<file path="src/rtl/dls_pkg.sv">
// Shared types, constants and saturating arithmetic helpers for the
// damped least-squares joint velocity core. No dependencies.
package dls_pkg;

    localparam int WIDE_W = 48;
    localparam int IN_W   = 32;
    localparam int IDX_W  = 3;
    localparam int CFG_W  = 31;

    typedef logic signed [WIDE_W-1:0] t_wide;

    localparam t_wide MAX48 = 48'sh7FFF_FFFF_FFFF;
    localparam t_wide MIN48 = 48'sh8000_0000_0000;

    localparam logic ACT_JACOBIAN = 1'b0;
    localparam logic ACT_TWIST    = 1'b1;

    typedef enum logic [0:0] {
        REG_DAMPING     = 1'b0,
        REG_SPEED_LIMIT = 1'b1
    } t_reg_idx;

    localparam logic [CFG_W-1:0] DAMPING_RESET     = 31'd6554;
    localparam logic [CFG_W-1:0] SPEED_LIMIT_RESET = 31'd65536;

    // Request to and response from the shared arithmetic units.
    typedef struct packed {
        logic  start;
        t_wide a;
        t_wide b;
    } t_op_req;

    typedef struct packed {
        logic  done;
        logic  flag;
        t_wide value;
    } t_op_rsp;

    typedef enum logic [5:0] {
        ST_IDLE,
        ST_LAM,
        ST_LAM_W,
        ST_GR_IA,
        ST_GR_IB,
        ST_GR_MS,
        ST_GR_MW,
        ST_GR_WR,
        ST_FA_INIT,
        ST_FA_RA0,
        ST_FA_R1,
        ST_FA_R2,
        ST_FA_M1,
        ST_FA_M2,
        ST_FA_END,
        ST_FA_DW,
        ST_FW_INIT,
        ST_FW_R0,
        ST_FW_R1,
        ST_FW_R2,
        ST_FW_MW,
        ST_FW_END,
        ST_DZ_RD,
        ST_DZ_GO,
        ST_DZ_W,
        ST_BK_INIT,
        ST_BK_R0,
        ST_BK_R1,
        ST_BK_R2,
        ST_BK_MW,
        ST_BK_END,
        ST_OU_IA,
        ST_OU_IB,
        ST_OU_MS,
        ST_OU_MW,
        ST_OU_EMIT
    } t_state;

    function automatic t_wide sat_add(input t_wide a, input t_wide b);
        logic signed [WIDE_W:0] s;
        s = {a[WIDE_W-1], a} + {b[WIDE_W-1], b};
        if (s[WIDE_W] != s[WIDE_W-1]) begin
            return s[WIDE_W] ? MIN48 : MAX48;
        end
        return s[WIDE_W-1:0];
    endfunction

    function automatic t_wide sat_sub(input t_wide a, input t_wide b);
        logic signed [WIDE_W:0] s;
        s = {a[WIDE_W-1], a} - {b[WIDE_W-1], b};
        if (s[WIDE_W] != s[WIDE_W-1]) begin
            return s[WIDE_W] ? MIN48 : MAX48;
        end
        return s[WIDE_W-1:0];
    endfunction

    function automatic t_wide sext_in(input logic [IN_W-1:0] v);
        return {{(WIDE_W-IN_W){v[IN_W-1]}}, v};
    endfunction

    // Magnitude as unsigned; the most negative value maps to 2^47.
    function automatic logic [WIDE_W-1:0] mag(input t_wide v);
        return v[WIDE_W-1] ? (~v + 48'd1) : v;
    endfunction

endpackage

</file>
<file path="src/rtl/dls_mul.sv">
// Saturating Q-format multiplier built from four 24x24 partial products.
// Start is followed by four partial-product steps, r_fin, then done. Depends on dls_pkg.
module dls_mul #(
    parameter int FRAC_BITS = 16
) (
    input  logic             i_clk,
    input  logic             i_rst_n,
    input  dls_pkg::t_op_req i_req,
    output dls_pkg::t_op_rsp o_rsp
);

    localparam int HW = 24;
    localparam int PW = 96;

    logic [47:0]    r_ma, n_ma, r_mb, n_mb;
    logic [PW-1:0]  r_prod, n_prod;
    logic           r_neg, n_neg;
    logic           r_busy, n_busy, r_fin, n_fin, r_done, n_done;
    logic [1:0]     r_step, n_step;
    dls_pkg::t_wide r_val, n_val;

    logic [HW-1:0]   sel_a, sel_b;
    logic [2*HW-1:0] pp;
    logic [PW-1:0]   pp_sh;
    logic            ovf;
    logic [46:0]     m;
    dls_pkg::t_wide  res;

    always_comb begin
        sel_a = r_step[0] ? r_ma[47:HW] : r_ma[HW-1:0];
        sel_b = r_step[1] ? r_mb[47:HW] : r_mb[HW-1:0];
        pp    = sel_a * sel_b;
        case (r_step) inside
            2'd0:       pp_sh = PW'(pp);
            2'd1, 2'd2: pp_sh = PW'(pp) << HW;
            default:    pp_sh = PW'(pp) << (2 * HW);
        endcase

        ovf = |r_prod[PW-1:47+FRAC_BITS];
        m   = r_prod[46+FRAC_BITS:FRAC_BITS];
        if (ovf) begin
            res = r_neg ? dls_pkg::MIN48 : dls_pkg::MAX48;
        end else if (r_neg) begin
            res = -$signed({1'b0, m});
        end else begin
            res = $signed({1'b0, m});
        end

        n_ma   = r_ma;
        n_mb   = r_mb;
        n_neg  = r_neg;
        n_prod = r_prod;
        n_step = r_step;
        n_busy = r_busy;
        n_fin  = 1'b0;
        n_done = 1'b0;
        n_val  = r_val;
        if (i_req.start) begin
            n_ma   = dls_pkg::mag(i_req.a);
            n_mb   = dls_pkg::mag(i_req.b);
            n_neg  = i_req.a[47] ^ i_req.b[47];
            n_prod = '0;
            n_step = 2'd0;
            n_busy = 1'b1;
        end else if (r_busy) begin
            n_prod = r_prod + pp_sh;
            n_step = r_step + 2'd1;
            if (r_step == 2'd3) begin
                n_busy = 1'b0;
                n_fin  = 1'b1;
            end
        end
        if (r_fin) begin
            n_val  = res;
            n_done = 1'b1;
        end
    end

    always_ff @(posedge i_clk) begin
        if (!i_rst_n) begin
            r_busy <= 1'b0;
            r_fin  <= 1'b0;
            r_done <= 1'b0;
            r_step <= 2'd0;
        end else begin
            r_busy <= n_busy;
            r_fin  <= n_fin;
            r_done <= n_done;
            r_step <= n_step;
        end
        r_ma   <= n_ma;
        r_mb   <= n_mb;
        r_neg  <= n_neg;
        r_prod <= n_prod;
        r_val  <= n_val;
    end

    assign o_rsp.done  = r_done;
    assign o_rsp.flag  = 1'b0;
    assign o_rsp.value = r_val;

endmodule

</file>
<file path="config.mk">
export PLATFORM = sky130hd
export DESIGN_NAME = dls_mul
export DESIGN_NICKNAME = d
export VERILOG_FILES = /design/src/rtl/dls_pkg.sv /design/src/rtl/dls_mul.sv
export SDC_FILE = /design/constraint.sdc
export NUM_CORES = 2
export LEC_CHECK = 0
export BUFFER_PORTS_ARGS = -buffer_cell sky130_fd_sc_hd__buf_2
export CAP_MARGIN = 20
export CORE_MARGIN = 10
export CORE_UTILIZATION = 65
export CTS_BUF_LIST = sky130_fd_sc_hd__clkbuf_16
export DETAILED_ROUTE_END_ITERATION = 10
export GPL_TIMING_DRIVEN = 0
export HOLD_SLACK_MARGIN = 0.12
export PLACE_DENSITY = 0.83
export SLEW_MARGIN = 20
export SYNTH_ARGS = -nofsm -noshare
export SYNTH_HDL_FRONTEND = slang
export SYNTH_SLANG_ARGS = --single-unit
</file>
<file path="constraint.sdc">
create_clock -name i_clk -period 13.6 [get_ports i_clk]
set_input_delay 2.04 -clock i_clk [delete_from_list [all_inputs] [get_ports i_clk]]
set_output_delay 2.04 -clock i_clk [all_outputs]
set_load 0.02 [all_outputs]
</file>
==> summary.txt <==
Min path
  – End of the worst hold path: r_prod[73]
  – Worst Hold Class: reg2reg
  – Hold depth: 2
  – Worst hold start: r_prod[73]

Final layout
  – Most common cell after layout, fill and taps aside: inv_1
  – Nets: roughly 5,400
  – Commonest cells after routing, fill and taps aside: inv_1 (629), nand2_1 (498), nor2_1 (486)
  – Share of layout cells above drive strength 1: a little under 8%
  – Layout Cells excl Fill: approximately 5,300
  – Fillers: ~4,500
  – Area Growth Syn to Fin: 7.94%

Global route
  – GRT Total Usage: 36.3%
  – Largest net degree at the start of global routing: slightly above 90
  – Global-route wire length before repair: between 150 and 200 mm
  – Grt ovf: 0
  – Initial antenna violation count: 8
  – Vias in the first global route: between 30,000 and 40,000

Logic synthesis
  – Post-synthesis sequential area ratio: around 17%
  – Warnings from Yosys: 0
  – Ys async rst share: 0%
  – Avg Cell Area, Syn: around 8.6 µm²
  – Syn nets: approximately 5,200
  – Post-synthesis cell area: ~37,000 µm²
  – Distinct cells, synth: 82
  – Synth Register Bits: 246
  – Cells after Synth: 4,373
  – Post-synth EDFFs: 145
  – Synth Flop Type: edfxtp_1

Run
  – Max-cap violations: 0

Die
  – Die W: about 260 µm
  – Total Die Area: 67,600 µm²
  – Core area: between 50,000 and 60,000 µm²
  – IO Pins: approximately 150
  – Initial core utilization: around two thirds
  – Row cnt: 87
  – Die height: around 260 µm

CTS
  – Root buf cell: clkbuf_16
  – TritonCTS Buffers: 28
  – Clock sinks: 246
  – CTS clk-pin slew, worst paths: about 0.060 ns
  – CTS Hold Bufs: 0
  – CTS tree: yes
  – Clock latency on the worst-skew pair: between 0.6 and 0.7 ns
  – H-tree Lvls: 1
  – Clock buffer depth: 3

Setup path
  – Setup CP Type: reg2reg
  – Crit-path max cell delay: between 0.7 and 0.8 ns
  – Type of element capturing the critical path: flop
  – R2R Path End: r_prod[90]
  – Internal reg-to-reg setup slack: roughly 0.43 ns
  – Required time of the critical path: 14.19 ns
  – Critical Path AT: 13.76 ns
  – Reg-to-Reg Start: r_step[0]
  – Slowest cell on the critical path: clkbuf_1
  – Crit Path Max Fanout: 10
  – CP Launch Type: flop
  – R2r worst-path depth: 40
  – Crit path top cell by count: fa_1

STA
  – # setup viols final: 0
  – Fin crit share: between 90% and 100%
  – Fmax: approximately 76 MHz
  – Worst slew pin tran: between 1 and 1.5 ns
  – Slew Limit Headroom: 25.0%
  – Max-slew violations: 0
  – Clock skew: 0.109 ns
  – RSZ-0062 raised after global routing: true
  – Minimum clock period after layout: roughly 13 ns
  – Hold Vio Cnt, Final: 0

Detailed routing
  – Vias per cell: ~6.4
  – DR vias: between 30,000 and 40,000
  – Routed Wire Length: roughly 120 mm
  – Initial DRC Count: 3,964
  – Wirelength per Cell: ~23 µm
  – Antenna viol nets, final: 0
  – Drt pass-1 iters: 8
  – DRC: 0

Run status
  – Status: complete, no violations

Placed design
  – I/O Buffers: roughly 150
  – Placed instance count: approximately 5,300
  – Dpl hpwl: 101 mm
  – GP Congestion: about 1.1
==> synth_stat cells (41+ instances only) <==
cell type	number	area share [%]
a21o_1	83	1.7
a21oi_1	208	2.8
and2_1	47	0.79
clkbuf_1	195	2.0
dfxtp_1	101	5.4
edfxtp_1	145	12
fa_1	483	26
ha_1	274	9.2
inv_1	625	6.3
mux2_2	48	1.4
mux2i_1	120	3.2
nand2_1	498	5.0
nand3_1	44	0.59
nand4_1	58	0.97
nor2_1	486	4.9
nor3_1	60	0.80
o21ai_0	176	2.4
or3_1	45	0.75
xnor2_1	169	4.0
xor2_1	41	0.96
==> how the worst max path moves through the flow <==
stage | cells after the start | slack (ns) | startpoint | to
after floorplan | 41 | 2.54 | r_step[0] | r_prod[93]
after global routing | 40 | -0.12 | r_step[0] | r_prod[82]
after global placement | 40 | -0.90 | r_step[1] | r_prod[93]
after CTS | 40 | -0.09 | r_step[1] | r_prod[93]
final | 40 | 0.43 | r_step[0] | r_prod[90]
after detailed placement | 41 | -1.02 | r_step[0] | r_prod[93]
==> through the flow <==
step                instance area [µm²]  TNS (ns)  util (%)  worst slack (ns)  hold slack, ns
global route                      40400    -0.231      71.3            -0.124           0.516
global placement                  39100     -4.75      69.0            -0.903           0.468
floorplan                         37400         0         -              2.54           0.454
CTS                               40300   -0.0853      71.0           -0.0853           0.486
detailed placement                39300     -6.18      69.3             -1.02           0.477
finish                            40400         0      71.3             0.426           0.485
==> per-layer routing <==
| metal | global-route usage (%) | vias up | part of all wire, % | wire [µm] |
|---|---|---|---|---|
| li1 | - | 14900 | - | - |
| met1 | 48.0 | 16400 | 38 | 47200 |
| met2 | 52.2 | 2227 | 42 | 52300 |
| met3 | 14.3 | 422 | 16 | 19400 |
| met4 | 15.3 | 0 | 4.8 | 6050 |
| met5 | 0 | - | 0 | 0 |
==> logic make-up (layout without fill, tap and decap cells) <==
family / Yosys count / count (layout) / share of synthesized area, %
compound gates: 757 / 757 / 13.1
xor+xnor: 210 / 210 / 4.91
fa+ha+maj: 757 / 757 / 35.0
buf+inv: 838 / 1048 / 8.47
flops: 246 / 246 / 17.0
mux: 168 / 168 / 4.65
other cells: 1 / 5 / 0.0100
simple gates: 1396 / 1396 / 16.9
==> final cells by class <==
type                    count  area (µm²)  share of cell area [%]
diodes                      4        10.0                  0.0248
plain buffers             210         852                    2.11
clock buffers              28         701                    1.73
clock inverters            24         193                   0.477
inverters                 628        2360                    5.83
multi-input cells        3289       28100                    69.5
flip-flops and latches    246        6380                    15.8
well taps                 756         946                    2.34
repair buffers            158         867                    2.15
==> registers in the layout, summed over array words and instances (netlist names) <==
signal  cells
r_mb       48
r_done      1
r_step      2
r_prod     96
r_ma       48
r_busy      1
r_val      48
r_fin       1
r_neg       1
==> timing repair <==
item | in CTS | in global routing
endpoints found under the setup margin | 17 | 29
buffers inserted | 0 | 1
gates cloned | 0 | 0
gates resized for setup | 17 | 64
==> critical path, delay by kind of cell (launching register included) <==
kind                     cells  cell delay, ns
AO/OA/AOI/OAI               12            3.52
XOR/XNOR                     1            0.20
adder cells (fa/ha/maj)      9            3.82
buffers and inverters        8            2.16
flip-flops                   1            0.33
multiplexers                 1            0.70
AND/OR/NAND/NOR              9            2.44
Power is not shown: default switching activity piles up to over one toggle a cycle in this logic, so the estimate is an artifact.
