--- src/rtl/dls_pkg.sv ---
// Shared types, constants and saturating arithmetic helpers for the
// damped least-squares joint velocity core. No dependencies.
package dls_pkg;

    localparam int WIDE_W = 48;
    localparam int IN_W   = 32;
    localparam int IDX_W  = 3;
    localparam int CFG_W  = 31;

    typedef logic signed [WIDE_W-1:0] t_wide;

    localparam t_wide MAX48 = 48'sh7FFF_FFFF_FFFF;
    localparam t_wide MIN48 = 48'sh8000_0000_0000;

    localparam logic ACT_JACOBIAN = 1'b0;
    localparam logic ACT_TWIST    = 1'b1;

    typedef enum logic [0:0] {
        REG_DAMPING     = 1'b0,
        REG_SPEED_LIMIT = 1'b1
    } t_reg_idx;

    localparam logic [CFG_W-1:0] DAMPING_RESET     = 31'd6554;
    localparam logic [CFG_W-1:0] SPEED_LIMIT_RESET = 31'd65536;

    // Request to and response from the shared arithmetic units.
    typedef struct packed {
        logic  start;
        t_wide a;
        t_wide b;
    } t_op_req;

    typedef struct packed {
        logic  done;
        logic  flag;
        t_wide value;
    } t_op_rsp;

    typedef enum logic [5:0] {
        ST_IDLE,
        ST_LAM,
        ST_LAM_W,
        ST_GR_IA,
        ST_GR_IB,
        ST_GR_MS,
        ST_GR_MW,
        ST_GR_WR,
        ST_FA_INIT,
        ST_FA_RA0,
        ST_FA_R1,
        ST_FA_R2,
        ST_FA_M1,
        ST_FA_M2,
        ST_FA_END,
        ST_FA_DW,
        ST_FW_INIT,
        ST_FW_R0,
        ST_FW_R1,
        ST_FW_R2,
        ST_FW_MW,
        ST_FW_END,
        ST_DZ_RD,
        ST_DZ_GO,
        ST_DZ_W,
        ST_BK_INIT,
        ST_BK_R0,
        ST_BK_R1,
        ST_BK_R2,
        ST_BK_MW,
        ST_BK_END,
        ST_OU_IA,
        ST_OU_IB,
        ST_OU_MS,
        ST_OU_MW,
        ST_OU_EMIT
    } t_state;

    function automatic t_wide sat_add(input t_wide a, input t_wide b);
        logic signed [WIDE_W:0] s;
        s = {a[WIDE_W-1], a} + {b[WIDE_W-1], b};
        if (s[WIDE_W] != s[WIDE_W-1]) begin
            return s[WIDE_W] ? MIN48 : MAX48;
        end
        return s[WIDE_W-1:0];
    endfunction

    function automatic t_wide sat_sub(input t_wide a, input t_wide b);
        logic signed [WIDE_W:0] s;
        s = {a[WIDE_W-1], a} - {b[WIDE_W-1], b};
        if (s[WIDE_W] != s[WIDE_W-1]) begin
            return s[WIDE_W] ? MIN48 : MAX48;
        end
        return s[WIDE_W-1:0];
    endfunction

    function automatic t_wide sext_in(input logic [IN_W-1:0] v);
        return {{(WIDE_W-IN_W){v[IN_W-1]}}, v};
    endfunction

    // Magnitude as unsigned; the most negative value maps to 2^47.
    function automatic logic [WIDE_W-1:0] mag(input t_wide v);
        return v[WIDE_W-1] ? (~v + 48'd1) : v;
    endfunction

endpackage

--- src/rtl/dls_div.sv ---
// Saturating Q-format divider, restoring, one quotient bit per cycle.
// A zero divisor answers without iterating, with a saturated value and the flag set. Depends on dls_pkg.
module dls_div #(
    parameter int FRAC_BITS = 16
) (
    input  logic             i_clk,
    input  logic             i_rst_n,
    input  dls_pkg::t_op_req i_req,
    output dls_pkg::t_op_rsp o_rsp
);

    localparam int QW = 48 + FRAC_BITS;
    localparam int CW = $clog2(QW);

    logic [QW-1:0]  r_dvd, n_dvd, r_q, n_q;
    logic [47:0]    r_rem, n_rem, r_d, n_d;
    logic [CW-1:0]  r_cnt, n_cnt;
    logic           r_neg, n_neg;
    logic           r_busy, n_busy, r_fin, n_fin, r_done, n_done, r_dz, n_dz;
    dls_pkg::t_wide r_val, n_val;

    logic [48:0]    rs, diff;
    logic           ge;
    logic           ovf;
    logic [46:0]    m;
    dls_pkg::t_wide res;

    always_comb begin
        rs   = {r_rem, r_dvd[QW-1]};
        diff = rs - {1'b0, r_d};
        ge   = rs >= {1'b0, r_d};

        ovf = |r_q[QW-1:47];
        m   = r_q[46:0];
        if (ovf) begin
            res = r_neg ? dls_pkg::MIN48 : dls_pkg::MAX48;
        end else if (r_neg) begin
            res = -$signed({1'b0, m});
        end else begin
            res = $signed({1'b0, m});
        end

        n_dvd  = r_dvd;
        n_q    = r_q;
        n_rem  = r_rem;
        n_d    = r_d;
        n_cnt  = r_cnt;
        n_neg  = r_neg;
        n_busy = r_busy;
        n_fin  = 1'b0;
        n_done = 1'b0;
        n_dz   = r_dz;
        n_val  = r_val;
        if (i_req.start) begin
            if (i_req.b == '0) begin
                n_val  = i_req.a[47] ? dls_pkg::MIN48 : dls_pkg::MAX48;
                n_dz   = 1'b1;
                n_done = 1'b1;
            end else begin
                n_dvd  = {dls_pkg::mag(i_req.a), {FRAC_BITS{1'b0}}};
                n_d    = dls_pkg::mag(i_req.b);
                n_neg  = i_req.a[47] ^ i_req.b[47];
                n_rem  = '0;
                n_q    = '0;
                n_cnt  = CW'(QW - 1);
                n_dz   = 1'b0;
                n_busy = 1'b1;
            end
        end else if (r_busy) begin
            n_dvd = r_dvd << 1;
            n_rem = ge ? diff[47:0] : rs[47:0];
            n_q   = {r_q[QW-2:0], ge};
            n_cnt = r_cnt - 1'b1;
            if (r_cnt == '0) begin
                n_busy = 1'b0;
                n_fin  = 1'b1;
            end
        end
        if (r_fin) begin
            n_val  = res;
            n_done = 1'b1;
        end
    end

    always_ff @(posedge i_clk) begin
        if (!i_rst_n) begin
            r_busy <= 1'b0;
            r_fin  <= 1'b0;
            r_done <= 1'b0;
            r_cnt  <= '0;
        end else begin
            r_busy <= n_busy;
            r_fin  <= n_fin;
            r_done <= n_done;
            r_cnt  <= n_cnt;
        end
        r_dvd <= n_dvd;
        r_q   <= n_q;
        r_rem <= n_rem;
        r_d   <= n_d;
        r_neg <= n_neg;
        r_dz  <= n_dz;
        r_val <= n_val;
    end

    assign o_rsp.done  = r_done;
    assign o_rsp.flag  = r_dz;
    assign o_rsp.value = r_val;

endmodule

--- config.mk ---
export PLATFORM = sky130hd
export DESIGN_NAME = dls_div
export DESIGN_NICKNAME = d
export VERILOG_FILES = /design/src/rtl/dls_pkg.sv /design/src/rtl/dls_div.sv
export SDC_FILE = /design/constraint.sdc
export NUM_CORES = 1
export LEC_CHECK = 0
export BUFFER_PORTS_ARGS = -buffer_cell sky130_fd_sc_hd__clkbuf_2
export CAP_MARGIN = 5
export CORE_MARGIN = 2
export CORE_UTILIZATION = 66
export CTS_CLUSTER_DIAMETER = 60
export CTS_CLUSTER_SIZE = 12
export DETAILED_ROUTE_END_ITERATION = 6
export GPL_ROUTABILITY_DRIVEN = 0
export PLACE_DENSITY = 0.95
export SLEW_MARGIN = 20
export SYNTH_ARGS = -nofsm -noshare
export SYNTH_HDL_FRONTEND = slang
export SYNTH_SLANG_ARGS = --single-unit
--- constraint.sdc ---
create_clock -name i_clk -period 24.7 [get_ports i_clk]
set_input_delay 0 -clock i_clk [delete_from_list [all_inputs] [get_ports i_clk]]
set_output_delay 0 -clock i_clk [all_outputs]
set_load 0.01 [all_outputs]
==> out/summary.txt <==
Sink Count - 267
Critical Path Start Type - flop
share of cells above drive strength 1 - 0.127
IO Pins - 149
dpl ws - 20.37 ns
DP HPWL - 26200 microns
total grt overflow - 0
Port Buffers - 148
Ys Warns - 0
sequential power share - 0.369
Placed Instances - 2080
critical path, cell by cell - inv_1, ha_1, nor2b_1, o2111ai_1, a2111o_1, a31oi_1, a31oi_1, o21ai_1, a21o_4, nor2_1, a22o_1
clock buffer depth - 3
Clk pin slew, worst setup/hold paths - 0.07 ns
total wire length - 47600 microns
Slew Viols, Final - 0
MaxCap Viol Count - 0
leading cell type in the layout, fill and taps excluded - edfxtp_1
Max Fanout on Critical Path - 41
CTS tree - done
commonest non-fill, non-tap cells in the layout - edfxtp_1 (258), nor2_1 (219), clkbuf_2 (147), a21oi_1 (137), dlygate4sd3_1 (121)
Synth Cell Area - 16700 sq um
post-synth cell types - 82
wire per inst - 21.2 microns
die area - 26500 sq um
Initial Util - 0.668
CP endpoint kind - flop
worst r2r src - r_d[1]$_DFFE_PP_
root buffer cell - clkbuf_16
VDD IR max - 0.0647 mV
Final setup viols - 0
FP Rows - 58
CP max-delay cell - a21o_4
status - finished, violations left
Synth top area share - 0.465
final layout net count - 2054
Seq/Total Area, Yosys - 0.476
top cells by area, synth - edfxtp_1 (46%), nor2_1 (5.0%), a21oi_1 (4.1%)
Net Switching - 0.653 mW
global-route wire length before repair - 74600 microns
skew final - 0.0260 ns
fin cells - 2247
leakage power - 7.73 nW
switching share of power - 0.377
clock network power share - 0.219
CP Class - reg -> reg
DR vias/cell - 6.72
Critical Path Most Common Cell - a31oi_1
fin worst setup slack - 20.56 ns
DR vias - 15100
Comb pwr share - 0.412
cell taking the most area after synthesis - edfxtp_1
area grow syn2layout - 17.4%
H-tree levels - 1
Avg Cell Area, Syn - 9.92 sq um
drt pass-1 iters - 7
RSZ-0062 raised after global routing - no
Crit path largest cell delay - 0.63 ns
Hold Violations, Final - 0
Post-DRT Antenna Nets - 0
Gate Count Post-Synth - 1680
die height - 163 microns
Cell Pwr Density - 88.5 nW/um^2
R2R Setup Slk - 20.56 ns
worst hold endpoint - r_rem[8]$_SDFFCE_PP0P_
Hold Path Class - in -> reg
Final min period - 4.14 ns
vias in the first global route - 14500
critical path data required time - 24.98 ns
sum of negative setup slack - 0 ns
r2r worst-path depth - 11
Hold Crit Depth - 2
Slew @ Worst Pin - 1.08 ns
period utilisation layout - 0.168
Synth Register Bits - 267
violated checks - DRC
post-CTS sizing - 0
Die Wd - 163 microns
initial antenna violation count - 1
R2R Path End - r_rem[47]$_SDFFCE_PP0P_
1st-iter DRT viols - 2500
Synth Flop Type - edfxtp_1
Pint - 1.08 mW
gr usage total - 0.352
post-synthesis async set-or-reset flop share - 0
Post-synth EDFFs - 258
post-synthesis net count - 1833
CP arrival - 4.43 ns
largest net degree at the start of global routing - 118
DRC Markers - 3
core footprint - 25000 sq um
clk_lat worst skew - 0.55 ns
Max Clk Rate - 0.241 GHz
CTS buffer count - 27
Rel. slew slack - 0.272
hold path startpoint - i_req[96]
state kept, by name (all words and copies together) (netlist names):
name    count
r_rem      48
r_fin       1
r_d        48
r_dvd      48
r_dz        1
r_val      48
r_neg       1
r_cnt       6
r_q        64
r_busy      1
r_done      1
layer usage:
metal  track usage  vias up  wire, microns
li1              -     6607              -
met1         0.438     6975          17100
met2         0.578     1238          22300
met3        0.0703      269           5150
met4         0.195        0           2990
met5             0        -              0
power by group through the flow:
stage	Combinational [mW]	Clock (mW)	Sequential [mW]
floorplan	0.510	0	0.628
global placement	0.613	0	0.637
detailed placement	0.641	0	0.640
CTS	0.667	0.375	0.634
global route	0.759	0.396	0.644
finish	0.714	0.379	0.640
worst max-delay path, delay by kind of cell, from the launching register on:
kind	cells	cell delay, ns
AOI/OAI and AO/OA	7	2.64
adders and majority gates	1	0.29
buffers and inverters	1	0.06
DFF	1	0.38
and+or+nand+nor	2	0.52
final cells by class:
class / instances / area, sq um
well taps: 330 / 413
repair buffers: 279 / 2030
clock buffers: 39 / 731
diodes: 1 / 2.50
inverters: 75 / 283
flip-flops and latches: 267 / 7930
multi-input cells: 1251 / 8150
fillers: 1401 / 5390
clock inverters: 5 / 33.8
worst max path at each step:
stage	startpoint	slack [ns]	to
6_report	r_d[1]$_DFFE_PP_	20.56	r_rem[47]$_SDFFCE_PP0P_
5_1_grt	r_d[1]$_DFFE_PP_	20.30	r_rem[42]$_SDFFCE_PP0P_
2_1_floorplan	i_req[0]	16.25	r_dvd[16]$_SDFFCE_PN0P_
3_3_place_gp	r_d[1]$_DFFE_PP_	20.54	r_rem[44]$_SDFFCE_PP0P_
4_1_cts	r_d[1]$_DFFE_PP_	20.35	r_rem[42]$_SDFFCE_PP0P_
3_5_place_dp	r_d[1]$_DFFE_PP_	20.37	r_rem[44]$_SDFFCE_PP0P_
per-stage QoR:
step                hold slack [ns]  total power, mW   util  cell area [sq um]
global placement              0.291             1.25  0.704              17600
floorplan                    0.0989             1.14      -              16700
detailed placement            0.312             1.28  0.704              17600
CTS                          0.0781             1.68  0.783              19500
global route                  0.114             1.80  0.784              19600
finish                       0.0741             1.73  0.784              19600
synthesized netlist by cell type, types with 23 or more instances:
cell type,n
a21o_1,30
a21oi_1,137
clkbuf_1,71
edfxtp_1,258
ha_1,53
inv_1,74
mux2i_1,36
nand2_1,101
nand3_1,28
nand4_1,23
nor2_1,220
nor2b_1,73
nor3_1,33
o21ai_0,71
o31ai_1,30
xnor2_1,78
xor2_1,70
timing repair:
action                                 in CTS  in global routing
endpoints found under the hold margin     105                  0
hold buffers                              121                  0
setup buffers                               0                  0
logic make-up (layout without fill, tap and decap cells):
group / after synthesis / in the layout / share of synthesized area
flip-flops: 267 / 267 / 0.476
AO/OA/AOI/OAI: 404 / 404 / 0.158
buffers and inverters: 162 / 398 / 0.0376
multiplexers: 52 / 52 / 0.0324
AND/OR/NAND/NOR: 593 / 593 / 0.178
other: 0 / 1 / 0
adder cells (fa/ha/maj): 54 / 54 / 0.0410
XOR/XNOR: 148 / 148 / 0.0778
Note: power is estimated with default switching activity, not from simulation.
